--- config.mk ---
export PLATFORM = sky130hd
export DESIGN_NAME = auto_base_number_parser_core
export DESIGN_NICKNAME = d
export VERILOG_FILES = /design/src/abnp_pkg.sv /design/src/auto_base_number_parser_core.sv /design/src/abnp_char_decode.sv /design/src/abnp_parse_state.sv
export SDC_FILE = /design/constraint.sdc
export NUM_CORES = 1
export LEC_CHECK = 0
export BUFFER_PORTS_ARGS = -buffer_cell sky130_fd_sc_hd__buf_2
export CAP_MARGIN = 15
export CORE_MARGIN = 2
export CORE_UTILIZATION = 45
export DETAILED_ROUTE_END_ITERATION = 8
export REMOVE_ABC_BUFFERS = 1
export SKIP_LAST_GASP = 1
export SYNTH_ARGS = -nofsm -noshare
export SYNTH_HDL_FRONTEND = slang
export SYNTH_SLANG_ARGS = --single-unit
--- constraint.sdc ---
create_clock -name i_clk -period 12.02 [get_ports i_clk]
set_input_delay 0.601 -clock i_clk [delete_from_list [all_inputs] [get_ports i_clk]]
set_output_delay 0.601 -clock i_clk [all_outputs]
set_load 0.01 [all_outputs]
--- src/abnp_pkg.sv ---
// shared types and constants for the auto base number parser
// no dependencies
package abnp_pkg;

    // accumulator width and the width of the reported value
    localparam int VALUE_WIDTH = 32;
    localparam int OUT_WIDTH   = 32;
    localparam int WIDE_WIDTH  = (VALUE_WIDTH > OUT_WIDTH) ? VALUE_WIDTH : OUT_WIDTH;

    // base codes as reported on the result
    localparam logic [1:0] KIND_BAD = 2'd0;
    localparam logic [1:0] KIND_BIN = 2'd1;
    localparam logic [1:0] KIND_DEC = 2'd2;
    localparam logic [1:0] KIND_HEX = 2'd3;

    // character codes
    localparam logic [7:0] CH_NUL   = 8'h00;
    localparam logic [7:0] CH_ZERO  = 8'h30;
    localparam logic [7:0] CH_ONE   = 8'h31;
    localparam logic [7:0] CH_NINE  = 8'h39;
    localparam logic [7:0] CH_UP_A  = 8'h41;
    localparam logic [7:0] CH_UP_B  = 8'h42;
    localparam logic [7:0] CH_UP_F  = 8'h46;
    localparam logic [7:0] CH_UP_X  = 8'h58;
    localparam logic [7:0] CH_LO_A  = 8'h61;
    localparam logic [7:0] CH_LO_B  = 8'h62;
    localparam logic [7:0] CH_LO_F  = 8'h66;
    localparam logic [7:0] CH_LO_X  = 8'h78;
    localparam logic [3:0] HEX_TEN  = 4'd10;

    // parse phase
    typedef enum logic [1:0] {
        PH_LEAD = 2'b01,
        PH_BODY = 2'b10
    } t_phase;

    // character classification handed to the parse state
    typedef struct packed {
        logic       is_nul;
        logic       is_zero;
        logic       hex_prefix;
        logic       bin_prefix;
        logic       dec_lead;
        logic       digit_ok;
        logic [3:0] digit;
    } t_char_info;

    // one result
    typedef struct packed {
        logic [OUT_WIDTH-1:0] value;
        logic                 success;
        logic [1:0]           base_kind;
        logic                 overflowed;
    } t_result;

endpackage

--- src/auto_base_number_parser_core.sv ---
// auto base number parser top level: input register, parse state, result register
// depends on abnp_pkg, abnp_char_decode, abnp_parse_state
//
//   channel  | handshake                 | payload
//   ---------+---------------------------+--------------------------------------------
//   input    | i_valid / o_stall         | i_char_code
//   output   | o_valid / i_stall         | o_value, o_success, o_base_kind, o_overflowed
//
// one character per cycle unless o_stall holds the input; a request is registered, then parsed.
// a terminator's result passes the input register, then the result register, to reach the outputs.
// reset is synchronous and active low; it clears the parse state and both valids.
// a stalled result blocks only a terminator; other characters keep flowing past it.
module auto_base_number_parser_core
    import abnp_pkg::*;
(
    input  logic                 i_clk,
    input  logic                 i_rst_n,
    input  logic                 i_valid,
    output logic                 o_stall,
    input  logic [7:0]           i_char_code,
    output logic                 o_valid,
    input  logic                 i_stall,
    output logic [OUT_WIDTH-1:0] o_value,
    output logic                 o_success,
    output logic [1:0]           o_base_kind,
    output logic                 o_overflowed
);

    logic        r_in_valid;
    logic [7:0]  r_in_char;
    logic        r_out_valid;
    t_result     r_out;
    logic [1:0]  w_kind;
    t_char_info  w_info;
    t_result     w_result;
    logic        w_step;

    // classify the registered character
    abnp_char_decode u_decode (
        .i_char_code  (r_in_char),
        .i_radix_kind (w_kind),
        .o_info       (w_info)
    );

    // parse state update
    abnp_parse_state u_state (
        .i_clk        (i_clk),
        .i_rst_n      (i_rst_n),
        .i_step       (w_step),
        .i_info       (w_info),
        .o_radix_kind (w_kind),
        .o_result     (w_result)
    );

    // a terminator advances only when the result register is free
    assign w_step  = r_in_valid && (!w_info.is_nul || !r_out_valid || !i_stall);
    assign o_stall = r_in_valid && !w_step;

    // input register
    always_ff @(posedge i_clk) begin
        if (!i_rst_n) begin
            r_in_valid <= 1'b0;
        end else if (!o_stall) begin
            r_in_valid <= i_valid;
        end
    end

    always_ff @(posedge i_clk) begin
        if (i_valid && !o_stall) begin
            r_in_char <= i_char_code;
        end
    end

    // result register
    always_ff @(posedge i_clk) begin
        if (!i_rst_n) begin
            r_out_valid <= 1'b0;
        end else if (w_step && w_info.is_nul) begin
            r_out_valid <= 1'b1;
        end else if (!i_stall) begin
            r_out_valid <= 1'b0;
        end
    end

    always_ff @(posedge i_clk) begin
        if (w_step && w_info.is_nul) begin
            r_out <= w_result;
        end
    end

    assign o_valid      = r_out_valid;
    assign o_value      = r_out.value;
    assign o_success    = r_out.success;
    assign o_base_kind  = r_out.base_kind;
    assign o_overflowed = r_out.overflowed;

endmodule

--- src/abnp_char_decode.sv ---
// character classifier: prefix, terminator and digit value for the current base
// depends on abnp_pkg
module abnp_char_decode
    import abnp_pkg::*;
(
    input  logic [7:0]  i_char_code,
    input  logic [1:0]  i_radix_kind,
    output t_char_info  o_info
);

    logic       w_dec;
    logic       w_lo_hex;
    logic       w_up_hex;

    // range checks
    assign w_dec    = (i_char_code >= CH_ZERO) && (i_char_code <= CH_NINE);
    assign w_lo_hex = (i_char_code >= CH_LO_A) && (i_char_code <= CH_LO_F);
    assign w_up_hex = (i_char_code >= CH_UP_A) && (i_char_code <= CH_UP_F);

    // digit value by base
    always_comb begin
        o_info            = '0;
        o_info.is_nul     = (i_char_code == CH_NUL);
        o_info.is_zero    = (i_char_code == CH_ZERO);
        o_info.hex_prefix = (i_char_code == CH_LO_X) || (i_char_code == CH_UP_X);
        o_info.bin_prefix = (i_char_code == CH_LO_B) || (i_char_code == CH_UP_B);
        o_info.dec_lead   = (i_char_code >= CH_ONE) && (i_char_code <= CH_NINE);
        case (i_radix_kind)
            KIND_BIN: begin
                o_info.digit_ok = (i_char_code == CH_ZERO) || (i_char_code == CH_ONE);
                o_info.digit    = {3'b000, i_char_code[0]};
            end
            KIND_HEX: begin
                o_info.digit_ok = w_dec || w_lo_hex || w_up_hex;
                if (w_lo_hex) begin
                    o_info.digit = HEX_TEN + 4'(i_char_code - CH_LO_A);
                end else if (w_up_hex) begin
                    o_info.digit = HEX_TEN + 4'(i_char_code - CH_UP_A);
                end else begin
                    o_info.digit = i_char_code[3:0];
                end
            end
            default: begin
                o_info.digit_ok = w_dec;
                o_info.digit    = i_char_code[3:0];
            end
        endcase
    end

endmodule

--- src/abnp_parse_state.sv ---
// parse state: phase, base, accumulator and flags, plus the result they imply
// depends on abnp_pkg
module abnp_parse_state
    import abnp_pkg::*;
(
    input  logic        i_clk,
    input  logic        i_rst_n,
    input  logic        i_step,
    input  t_char_info  i_info,
    output logic [1:0]  o_radix_kind,
    output t_result     o_result
);

    t_phase                  r_phase,    n_phase;
    logic [1:0]              r_kind,     n_kind;
    logic [VALUE_WIDTH-1:0]  r_acc,      n_acc;
    logic                    r_bad,      n_bad;
    logic                    r_ovf,      n_ovf;

    logic [VALUE_WIDTH+3:0]  w_dec_sum;
    logic [WIDE_WIDTH-1:0]   w_acc_wide;

    // times ten plus digit as shift-add, carry bits flag overflow
    assign w_dec_sum = {3'b000, r_acc, 1'b0} + {r_acc, 3'b000}
                     + (VALUE_WIDTH+4)'(i_info.digit);

    // next state for one character
    always_comb begin
        n_phase = r_phase;
        n_kind  = r_kind;
        n_acc   = r_acc;
        n_bad   = r_bad;
        n_ovf   = r_ovf;
        if (i_info.is_nul) begin
            n_phase = PH_LEAD;
            n_kind  = KIND_BAD;
            n_acc   = '0;
            n_bad   = 1'b0;
            n_ovf   = 1'b0;
        end else begin
            unique case (r_phase)
                PH_LEAD: begin
                    if (!i_info.is_zero) begin
                        n_phase = PH_BODY;
                        if (i_info.hex_prefix) begin
                            n_kind = KIND_HEX;
                        end else if (i_info.bin_prefix) begin
                            n_kind = KIND_BIN;
                        end else if (i_info.dec_lead) begin
                            n_kind = KIND_DEC;
                            n_acc  = VALUE_WIDTH'(i_info.digit);
                        end else begin
                            n_kind = KIND_BAD;
                            n_bad  = 1'b1;
                        end
                    end
                end
                PH_BODY: begin
                    if (!r_bad) begin
                        if (!i_info.digit_ok) begin
                            n_bad  = 1'b1;
                            n_kind = KIND_BAD;
                        end else begin
                            case (r_kind)
                                KIND_BIN: begin
                                    n_ovf = r_ovf | r_acc[VALUE_WIDTH-1];
                                    n_acc = {r_acc[VALUE_WIDTH-2:0], i_info.digit[0]};
                                end
                                KIND_HEX: begin
                                    n_ovf = r_ovf | (|r_acc[VALUE_WIDTH-1:VALUE_WIDTH-4]);
                                    n_acc = {r_acc[VALUE_WIDTH-5:0], i_info.digit};
                                end
                                default: begin
                                    n_ovf = r_ovf | (|w_dec_sum[VALUE_WIDTH+3:VALUE_WIDTH]);
                                    n_acc = w_dec_sum[VALUE_WIDTH-1:0];
                                end
                            endcase
                        end
                    end
                end
                default: begin
                    n_phase = PH_LEAD;
                end
            endcase
        end
    end

    // state registers
    always_ff @(posedge i_clk) begin
        if (!i_rst_n) begin
            r_phase <= PH_LEAD;
            r_kind  <= KIND_BAD;
            r_acc   <= '0;
            r_bad   <= 1'b0;
            r_ovf   <= 1'b0;
        end else if (i_step) begin
            r_phase <= n_phase;
            r_kind  <= n_kind;
            r_acc   <= n_acc;
            r_bad   <= n_bad;
            r_ovf   <= n_ovf;
        end
    end

    assign o_radix_kind = r_kind;
    assign w_acc_wide   = WIDE_WIDTH'(r_acc);

    // result seen by a terminator in the current state
    always_comb begin
        o_result = '0;
        if (r_phase == PH_LEAD) begin
            o_result.success   = 1'b1;
            o_result.base_kind = KIND_DEC;
        end else if (!r_bad) begin
            o_result.value      = w_acc_wide[OUT_WIDTH-1:0];
            o_result.success    = 1'b1;
            o_result.base_kind  = r_kind;
            o_result.overflowed = r_ovf;
        end
    end

endmodule

* Yosys cells after proc, flatten, opt, wreduce, memory -nomap -nowiden
Index checks and enable logic that the tools add are counted.
** Operators by class
- $add $sub $neg :: 6
- $lt $le $gt $ge :: 7
- Equal/unequal tests :: 21
- Multiplexer cells :: 39
- Bitwise logic cells :: 3
- Reductions and logical operators :: 32
** Operators with widths (count)
- $mux W32 :: 7
- $pmux W32 S2 :: 2
- $add A33 B35 Y36 :: 1
- $add A36 B4 Y36 :: 1
- $eq A8 B7 Y1 const B :: 4
- $ne A3 B3 Y1 const B :: 7
- $mux W2 :: 9
- $eq A8 B6 Y1 const B :: 2
- $ge A8 B6 Y1 const B :: 2
- $ge A8 B7 Y1 const B :: 2
- $le A8 B7 Y1 const B :: 2
- $mux W1 :: 13
- $mux W4 :: 3
- $pmux W5 S2 :: 1
- $add A4 B4 Y4 const A :: 2
- $le A8 B6 Y1 const B :: 1
- $logic_and A1 B1 Y1 :: 8
- $logic_not A8 Y1 :: 1
- $pmux W2 S2 :: 2
- $reduce_and A8 Y1 :: 1
- $reduce_or A4 Y1 :: 2
- $sub A4 B1 Y4 const B :: 2
- $logic_or A1 B1 Y1 :: 7
- $reduce_and A6 Y1 :: 1
- other kinds (14) :: 25
** Storage, ports and cells
- Register bits after elaboration :: 84
- Bits of input ports :: 12
- Output and inout port bits :: 38
- Word-level logic and storage cells :: 121

* Logic depth before layout (Yosys ltp)
Gate-level depths: netlist (run 1).
- Word-level depth :: 13
- Mapped depth :: 21
- Mapped depth without buffers :: 21

* By module
From an unflattened synthesis (run 1), not the netlist that was laid out.
** Second synthesis, totals
- Cell total of the unflattened synthesis :: 685
- Area total of the unflattened synthesis :: 6138.4 sq um
** Modules (own cells, without submodules)
- abnp_parse_state :: instances 1, cells an instance 586, area an instance 4441.8 sq um, sequential area each 760.7 sq um
- auto_base_number_parser_core :: instances 1, cells an instance 55, area an instance 1416.4 sq um, sequential area each 1361.3 sq um
- abnp_char_decode :: instances 1, cells an instance 44, area an instance 280.3 sq um, sequential area each 0.0 sq um

* Least setup slack after synthesis (run 1)
No wires, ideal clock.
- Kind :: register to register
- Start point :: register r_in_char[4]
- End point :: register u_state.r_ovf
- Library setup time :: 0.074 ns
- Arrival time :: 4.148 ns
- Required time :: 11.946 ns
- Path slack :: 7.798 ns
- Stages on the path, launching flop included :: 20
- Buffers on the path :: 0
- Clock period less this slack :: 4.222 ns
- Path through :: edfxtp_1 -> or4b_1 -> a311oi_2 -> and2_1 -> nand2_1 -> xnor2_1 -> and2_1 -> ha_1 -> ha_1 -> inv_1 -> fa_1 -> nor2b_1 -> o2111ai_1 -> a21oi_1 -> nor4_1 -> nor2_1 -> a211oi_2 -> o21ai_0 -> mux2_2 -> a31oi_1
** On the way
- Longest elaborated chain between the ends :: 13
- Elaborated cells between the ends (all ways) :: 34
- Classes of those cells :: 1 x add/sub; 6 x order compare; 3 x eq/ne; 8 x mux; 1 x bitwise; 15 x reduce/logical
** Ends and longest elaborated chain
- from (decl) :: RTL line auto_base_number_parser_core.sv:30 : logic [7:0] r_in_char;
- from (signal assigned) :: RTL line auto_base_number_parser_core.sv:70 : r_in_char <= i_char_code;
- $ge A8 B7 Y1 or $le A8 B7 Y1 (tied branches) :: RTL line abnp_char_decode.sv:18 : assign w_up_hex = (i_char_code >= CH_UP_A) && (i_char_code <= CH_UP_F);
- $logic_and A1 B1 Y1 :: RTL line abnp_char_decode.sv:18
- $mux W4 :: RTL line abnp_char_decode.sv:37 : end else if (w_up_hex) begin
- $mux W4 :: RTL line abnp_char_decode.sv:35 : if (w_lo_hex) begin
- $pmux W5 S2 :: RTL line abnp_char_decode.sv:28 : case (i_radix_kind)
- $add A36 B4 Y36 :: RTL line abnp_parse_state.sv:25 : + (VALUE_WIDTH+4)'(i_info.digit);
- $reduce_or A4 Y1 :: RTL line abnp_parse_state.sv:74 : n_ovf = r_ovf | (|w_dec_sum[VALUE_WIDTH+3:VALUE_WIDTH]);
- $or A1 B1 Y1 :: RTL line abnp_parse_state.sv:74
- $pmux W1 S2 :: RTL line abnp_parse_state.sv:64 : case (r_kind)
- $mux W1 :: RTL line abnp_parse_state.sv:60 : if (!i_info.digit_ok) begin
- $mux W1 :: RTL line abnp_parse_state.sv:59 : if (!r_bad) begin
- $mux W1 :: RTL line abnp_parse_state.sv:41 : unique case (r_phase)
- $mux W1 :: RTL line abnp_parse_state.sv:34 : if (i_info.is_nul) begin
- to (signal assigned) :: RTL line abnp_parse_state.sv:101 : r_ovf <= n_ovf;
- to (decl) :: RTL line abnp_parse_state.sv:18 : logic r_ovf, n_ovf;
Parallel ways exist; a longest one is shown, timed or not. The select of a mux whose other input is x is not followed.
A chain may end at the register's enable or synchronous reset.

* Final worst setup path (run 1)
- Start point :: register r_in_char[3]
- End point :: register u_state.r_ovf
** On the way
- Longest elaborated chain between the ends :: 13
- Elaborated cells between the ends (all ways) :: 38
- Classes of those cells :: 5 x add/sub; 6 x order compare; 3 x eq/ne; 8 x mux; 1 x bitwise; 15 x reduce/logical
** Ends and longest elaborated chain (RTL line)
- $sub A4 B1 Y4, or another cell as far along :: abnp_char_decode.sv:36, abnp_char_decode.sv:38
- $add A4 B4 Y4 or $logic_and A1 B1 Y1 (tied branches) :: abnp_char_decode.sv:36, abnp_char_decode.sv:38, abnp_char_decode.sv:18
- $mux W4 :: abnp_char_decode.sv:37
- $mux W4 :: abnp_char_decode.sv:35
- $pmux W5 S2 :: abnp_char_decode.sv:28
- $add A36 B4 Y36 :: abnp_parse_state.sv:25
- $reduce_or A4 Y1 :: abnp_parse_state.sv:74
- $or A1 B1 Y1 :: abnp_parse_state.sv:74
- $pmux W1 S2 :: abnp_parse_state.sv:64
- $mux W1 :: abnp_parse_state.sv:60
- $mux W1 :: abnp_parse_state.sv:59
- $mux W1 :: abnp_parse_state.sv:41
- $mux W1 :: abnp_parse_state.sv:34
Parallel ways exist; a longest one is shown, timed or not. The select of a mux whose other input is x is not followed.

==> summary by stage, run 1 <==
Status
The run finished with clean final reports.

Clocking
The number of buffers inserted to repair setup after CTS is 0. The clock reaches the later pin of the worst-skew pair after 0.35 ns. The cell sitting at the root of the clock tree is a clkbuf_16. The number of hold buffers added after CTS was 0. The deepest clock path buffer count is 2.

Buffers inserted during clock tree synthesis total 9. The H-tree was split into 3 levels. Clock-pin slew was measured on the worst setup and hold paths at 0.06 ns. CTS saw 84 sinks. After clock tree synthesis, the repair step resized 0 gates. TritonCTS built the clock tree.

Die
The die covers 0.0147 sq mm. Row generation in the floorplan step produced 42 rows. The total area inside the core boundary comes to 0.0133 sq mm.

The height of the die is 121 microns. The width of the chip is 121 microns. The I/O pin total is 50.

The initial standard-cell utilization of the core is 46.3%.

STA
At the pin with the least slew margin, the transition time is 1.05 ns. The hold slack is 0.424 ns. The final count of negative-setup-slack endpoints is 0. In the final timing run, aggregate negative setup slack is 0 ns. The number of failing hold endpoints at the final stage is 0.

The worst slew margin relative to its limit is 29.7%. For this run, the top clock speed supported by timing is 213 MHz. The routed design could run at a clock period as short as 4.70 ns.

The worst setup slack after layout is 7.32 ns. Setup repair after global routing left no endpoint under its margin. The clock arrives with 0.00761 ns of skew.

The number of max-slew violations in the final report is 0. The share of the cycle needed by the critical path after routing is 39.1%.

Global route
Entering global routing, the biggest net connects 51 pins. The global routing's busiest layer is met2. For met3 alone, demand over resource in global routing was 3.90%.

The first global-routing pass estimated 24500 microns of wire. For this run, global-route usage on met2 was measured as 32.3%. The routing usage on met1 is 29.5%. For this run the aggregate overflow at the end of global routing stands at 0. The total track usage is 21.0%. The number of antenna violations at the first check in global routing is 0. The number of global-route vias before repair is 4856.

Logic synthesis
The number of synthesized flops with an enable pin is 44. In the post-synthesis netlist, the biggest area contributors are edfxtp_1 21%, ha_1 14%, dfxtp_1 13%. Counting flops with an async set or reset pin after synthesis yields a share of 0%. The leading cell type by number of instances after synthesis is nand2_1. The cell area that synthesis handed to floorplanning was 0.00618 sq mm. Yosys mapped the design onto 62 distinct sky130hd cell types. By count the netlist is led by 71 x nand2_1, 67 x ha_1, 57 x a21oi_1. The top cell type's share of synthesized area is 21.4%.

For this run, the number of Yosys warnings is 0. Sequential elements use 34.3% of the synthesized area. After technology mapping, the gate count stands at 690. Counting flops and latches in the post-synthesis netlist gives 84. The cell type with the highest aggregate area in the netlist is edfxtp_1. For this run, the leading register cell type out of synthesis is edfxtp_1. Dividing the synthesized area by the synthesized cell count gives 8.95 sq um.

Cells and area
The number of nets in the finished design is 802. The multi-input gate area in the final layout is 0.00385 sq mm. Of the cells placed in the final design, the portion with a size suffix greater than 1 is 11.7%. Counting the fill cells in the layout gives 1272.

From synthesis to final layout, the design area changed by 10.4%. At the end of the flow the core is filled with cells to 51.1%. Summing all non-filler instances in the final layout gives an area of 0.00682 sq mm.

0 antenna diodes ended up in the layout. The register cell area after layout is 0.00212 sq mm. The number of standard cells in the final layout excluding fillers is 902.

Setup path
Of all nets on the critical path, the largest fanout is 9. STA classifies the critical path endpoint as a register. The worst setup path is launched from a register. The kind of cell adding the most delay to the critical path is simple AND/OR/NAND/NOR gates. The slowest stage of the critical path is the or4b_1 cell.

Traced cell by cell, the critical path runs through or4b_1, a311oi_2, and2_1, nand2_1, xnor2_1, and2_1, ha_1, ha_1, inv_1, fa_1, nor2b_1, o2111ai_1, a21oi_1, nor4_1, nor2_1, a211oi_2, o21ai_0, mux2_2, a31oi_1. For the worst setup path, the data required time is 12.30 ns. The start-to-end type of the worst setup path is reg2reg. The number of buffers and inverters on the critical path is 1. At the worst endpoint, the arrival time is 4.98 ns. The largest single stage delay on the critical path is 0.53 ns.

Pwr
The clock network is responsible for 43.9% of the overall power. The share of total power consumed by net switching is 23.1%. For this design the static power due to leakage is 2.92 nW. The power density over cell area is 88.6 mW/mm^2. The worst-case IR drop observed on VDD is 0.0672 mV. Internal power comes to 465 uW.

The net switching power is 139 uW. The final total power is 604 uW. The combinational cell fraction of total power is 5.1%.

Sequential cells burn 51.0% of the power.

Drt
The detail route stage leaves a number of antenna-violating nets equal to 0. In the final routed layout, each cell accounts on average for 16.2 microns. The via count is 5123.

The first detailed-routing pass ran for 5 iterations. The residual DRC count is 0. The final routed wirelength across all metal layers is 14600 microns.

The DRC marker count from the first detailed-route iteration is 358. The ratio of routed vias to standard cells is 5.68.

Place
The congestion estimate from routability-driven global placement came to 0.848. Once placement finished, the instance area stood at 0.00654 sq mm. The detailed placement HPWL is 10100 microns. In this run the tool buffered the top-level ports with 49 buffer cells.

Once placement completed, the tool counted placed cells totaling 886. The post-place setup slack is 7.33 ns.

Min path
The path class of the tightest hold or removal check is in2reg.

Flow run
Across the run, the number of max-cap violations was 0.
[placed cells by master, fill, tap and decap left out, drive strengths merged, types with 5 or more instances in the layout]
master and instances:
a2111oi 7, a211oi 7, a21boi 5, a21o 12, a21oi 57, a31oi 7, and2 38, and3 6
buf 54, clkbuf 12, dfxtp 40, edfxtp 44, ha 67, inv 16, mux2i 30, nand2 71
nand2b 8, nand3 12, nand4 6, nor2 51, nor2b 19, nor3 10, o211ai 7, o21a 8
o21ai 45, xnor2 21, xor2 6
[power by group through the flow]
stage	logic, mW	registers [mW]	clock network, mW
4_1_cts	0.0309	0.308	0.270
6_report	0.0308	0.308	0.265
5_1_grt	0.0349	0.309	0.283
3_3_place_gp	0.0301	0.314	0
3_5_place_dp	0.0307	0.314	0
2_1_floorplan	0.0190	0.313	0
[flip-flops by register name (all words and copies together), names as in the netlist]
| name | flops |
|---|---|
| o_base_kind | 2 |
| u_state.r_phase | 2 |
| r_in_char | 8 |
| u_state.r_ovf | 1 |
| u_state.r_bad | 1 |
| o_success | 1 |
| o_valid | 1 |
| o_overflowed | 1 |
| u_state.r_acc | 32 |
| o_value | 32 |
| r_in_valid | 1 |
| u_state.o_radix_kind | 2 |
[path summary, 6_finish.rpt]
check                            startpoint                        endpoint  slack [ns]  cells after the start
max                  r_in_char[3]$_DFFE_PP_      u_state.r_ovf$_SDFFE_PN0P_        7.32                     19
min                          i_char_code[2]          r_in_char[2]$_DFFE_PP_        0.42                      1
max reg2reg          r_in_char[3]$_DFFE_PP_      u_state.r_ovf$_SDFFE_PN0P_        7.32                     19
min reg2reg  u_state.r_acc[17]$_SDFFE_PN0P_  u_state.r_acc[17]$_SDFFE_PN0P_        0.55                      2
[kinds of logic (layout without fill, tap and decap cells)]
kind of cell	after synthesis	after routing	share of synthesized area, %
xor gates and xnor gates	27	27	3.83
adders and majority gates	69	69	14.2
and+or+nand+nor	238	238	18.9
muxes	33	33	5.41
AOI/OAI and AO/OA	188	188	19.7
DFF	84	84	34.3
buffers and inverters	51	87	3.56
[area by class of cell]
cell class              count  share of cell area, %
flip-flops and latches     84                   31.1
inverters                  17                  0.936
well taps                 176                   3.23
multi-input cells         555                   56.4
clock inverters             4                  0.367
clock buffers              12                   3.76
repair buffers             54                   4.15
[per-layer routing]
metal | wire [microns] | vias up
li1 | - | 2583
met4 | 265 | 0
met3 | 654 | 17
met2 | 6460 | 125
met5 | 0 | -
met1 | 7210 | 2398
(Power assumes the default switching activity.)
==> run 2: changes to the inputs <==
- ABC_AREA: default -> 1
- clock period: 12.02 -> 3.95 ns (I/O delays scaled with it)
==> summary by stage, run 2 <==
Clocking
In this run the number of H-tree levels came out at 3. The insertion delay of the later-clocked pin in the worst-skew pair is 0.35 ns. The number of sinks handled by clock tree synthesis is 84. The number of clock buffers added by TritonCTS is 9. The CTS tree is built. After clock tree synthesis, the clock-pin slew on the worst setup and hold paths is 0.06 ns.

The tree is rooted in a clkbuf_16. The longest clock path from root to sink contains 2 buffers.

Cells and area
After routing the design area is 0.00754 sq mm. For this run, the post-layout net count is 1119. The finished layout holds 1227 standard cells, fillers aside. The post-route netlist has 10.9% of its cells at a drive strength greater than 1. The synthesis-to-layout area growth is 10.7%. The top cell types in the final layout, fill and taps aside, are 244 x nand2_1, 164 x inv_1, 121 x nor2_1.

The number of antenna cells inserted is 0. The most common cell after layout, fill and taps aside is nand2_1.

Logic synthesis
Of the post-synthesis cell area, the dominant cell type holds 19.4%. Each instance of the synthesized netlist takes up on average 6.90 sq um. The biggest area contributor in the post-synthesis netlist is edfxtp_1. After synthesis, the most frequently instantiated cells are 246 x nand2_1, 166 x inv_1, 121 x nor2_1. The Yosys step of the flow raised 0 warnings. The sequential fraction of the synthesis area is 31.1%. Yosys mapped a number of flops with a built-in enable equal to 44. The number of cells produced by synthesis is 988. Of all flip-flops after synthesis, the portion carrying an async set or reset was 0%. The post-synthesis cell area is 0.00681 sq mm.

In the post-synthesis netlist, the biggest area contributors are edfxtp_1 19%, nand2_1 14%, ha_1 12%. The post-synthesis cell type count is 48. The number of register bits inferred by synthesis is 84. The most used flip-flop cell after synthesis is edfxtp_1. The leading cell type by number of instances after synthesis is nand2_1.

Setup path
The timing startpoint of the critical path is r_in_char[0]$_DFFE_PP_. Among the stages of the critical path, the cell type that occurs most often is nand2_1. The master of the slowest instance on the critical path is edfxtp_1. The startpoint identified for the worst register-to-register timing path is r_in_char[0]$_DFFE_PP_. Counting both buffers and inverters, the worst setup path holds a total of 6. Along the worst path, the maximum fanout reaches 4.

Grouping stages by cell kind, the critical path spends the most delay in simple AND/OR/NAND/NOR gates. The sort of element at the end of the critical path is a register. The data required time at the worst endpoint is 4.23 ns.

Measured in cells, the most critical reg-to-reg path has a length of 27. The worst flop-to-flop path endpoint is u_state.r_acc[22]$_SDFFE_PN0P_. The worst setup path is launched from a register. The start-to-end type of the worst setup path is reg2reg. The register-to-register setup slack is 0.37 ns. The delay contributed by the slowest stage of the critical path is 0.44 ns. STA puts the critical path data arrival time at 3.87 ns.

Min path
For hold timing, the worst endpoint is r_in_char[4]$_DFFE_PP_. The tightest min-delay check is of the in2reg type. The critical hold path startpoint is i_char_code[4].

Counting instances, the worst hold path has a depth of 1.

Global route
The remaining global-route overflow is 0. The number of antenna violations at the first check in global routing is 0. Entering global routing, the biggest net connects 39 pins. The global-route wire length before repair is 30900 microns.

The number of global-route vias before repair came to 6116. The total track usage is 24.1%.

Flow run
The number of max-cap violations is 0.

STA
The worst setup skew after layout is 0.00542 ns. The number of failing hold endpoints at the final stage is 0. The share of the cycle needed by the critical path after routing is 90.7%. In this run the tightest slew margin relative to its limit is 29.6%. Setup repair after global routing left no endpoint under its margin. The number of max-slew violations in the final report was 0. The smallest clock period supported by the final layout is computed as 3.58 ns.

The final count of negative-setup-slack endpoints is 0. Summed over all failing endpoints, the final setup total negative slack is 0 ns. The maximum clock frequency is 279 MHz. The pin slew with the least headroom to its limit is 1.05 ns.

Drt
The average detailed-routed wire length per instance is 15.3 microns. The final routed wirelength across all metal layers is 18700 microns. The first detailed-routing pass ran for 5 iterations. The number of routed nets with antenna violations is 0. The ratio of routed vias to standard cells is 5.23.

The via count is 6415. After the first detailed-routing iteration, the DRC count stood at 366. The residual DRC count is 0.

Die
The core region is 0.0146 sq mm. From bottom edge to top edge, the die measures 127 microns. The width of the chip is 127 microns. The I/O pin total is 50. The floorplan has 44 rows. The die covers 0.0161 sq mm.

The initial standard-cell utilization of the core is 46.5%.

Place
The detailed placement HPWL is 14000 microns. The quantity of I/O buffers inserted on ports is 49. The instance area at placement is 0.00725 sq mm.

The number of placed instances with taps included is 1209. At the end of routability-driven placement, the weighted congestion stood at 0.931.

Status
The run finished with clean final reports.

Pwr
The leakage power summed over all cells is 3.71 nW. The worst supply voltage drop on vdd is 0.224 mV. The power density over cell area is 268 mW/mm^2.
## run 2: cell count changes after synthesis, sizes merged, moves of 23 or more
cell   previous run  this run
inv              16       172
nand2            71       248
nand3            12        53
and2             38         2
nor2             51       129
mux2i            30         0
a21oi            57        80
## run 2: per-layer routing
layer / vias up / GRT usage (%) / wire (microns)
met2: 134 / 40.1 / 8800
met3: 16 / 4.65 / 891
met1: 2939 / 32.6 / 8850
met4: 0 / 5.75 / 197
li1: 3326 / - / -
met5: - / 0 / 0
## run 2: stage by stage
step / util (%) / power, mW / hold WS [ns] / setup WS (ns)
final: 51.5 / 2.02 / 0.0187 / 0.366
after global routing: 51.5 / 2.11 / 0.00425 / 0.00921
after CTS: 51.4 / 2.03 / 0.0120 / 0.278
after detailed placement: 49.5 / 1.23 / 0.376 / 0.304
after global placement: 49.5 / 1.23 / 0.374 / 0.366
after floorplan: - / 1.15 / 0.266 / 0.389
## run 2: report_power, final
| part | switching (mW) | internal [mW] |
|---|---|---|
| clock network | 0.355 | 0.445 |
| logic | 0.171 | 0.0856 |
| registers | 0.0256 | 0.936 |
| total | 0.552 | 1.47 |
## run 2: kinds of logic after synthesis
logic type | synth area share, %
xor gates and xnor gates | 0.900
AOI/OAI and AO/OA | 15.1
and+or+nand+nor | 28.7
DFF | 31.1
adders and majority gates | 12.9
buffers and inverters | 11.3
## run 2: final cells by class
class | instances | area [sq um]
timing repair buffer | 62 | 343
clock inverter | 3 | 20.0
fill | 1530 | 7100
multi-input combinational | 707 | 3930
clock buffer | 13 | 250
inverter | 174 | 653
tap | 184 | 230
sequential | 84 | 2120
## run 2: worst max-delay path by stage
stage / endpoint / slack, ns / cells after the start
6_report: u_state.r_acc[22]$_SDFFE_PN0P_ / 0.37 / 27
2_1_floorplan: u_state.r_acc[22]$_SDFFE_PN0P_ / 0.39 / 18
3_3_place_gp: u_state.r_acc[29]$_SDFFE_PN0P_ / 0.37 / 24
4_1_cts: u_state.r_acc[29]$_SDFFE_PN0P_ / 0.28 / 24
5_1_grt: u_state.r_acc[22]$_SDFFE_PN0P_ / 0.009 / 27
3_5_place_dp: u_state.r_acc[29]$_SDFFE_PN0P_ / 0.30 / 24
## run 2: what timing repair did
item                       in CTS  in global routing
setup endpoints to repair       0                 12
resized for setup               0                  5
hold buffers                    0                  0
setup buffers                   0                  2
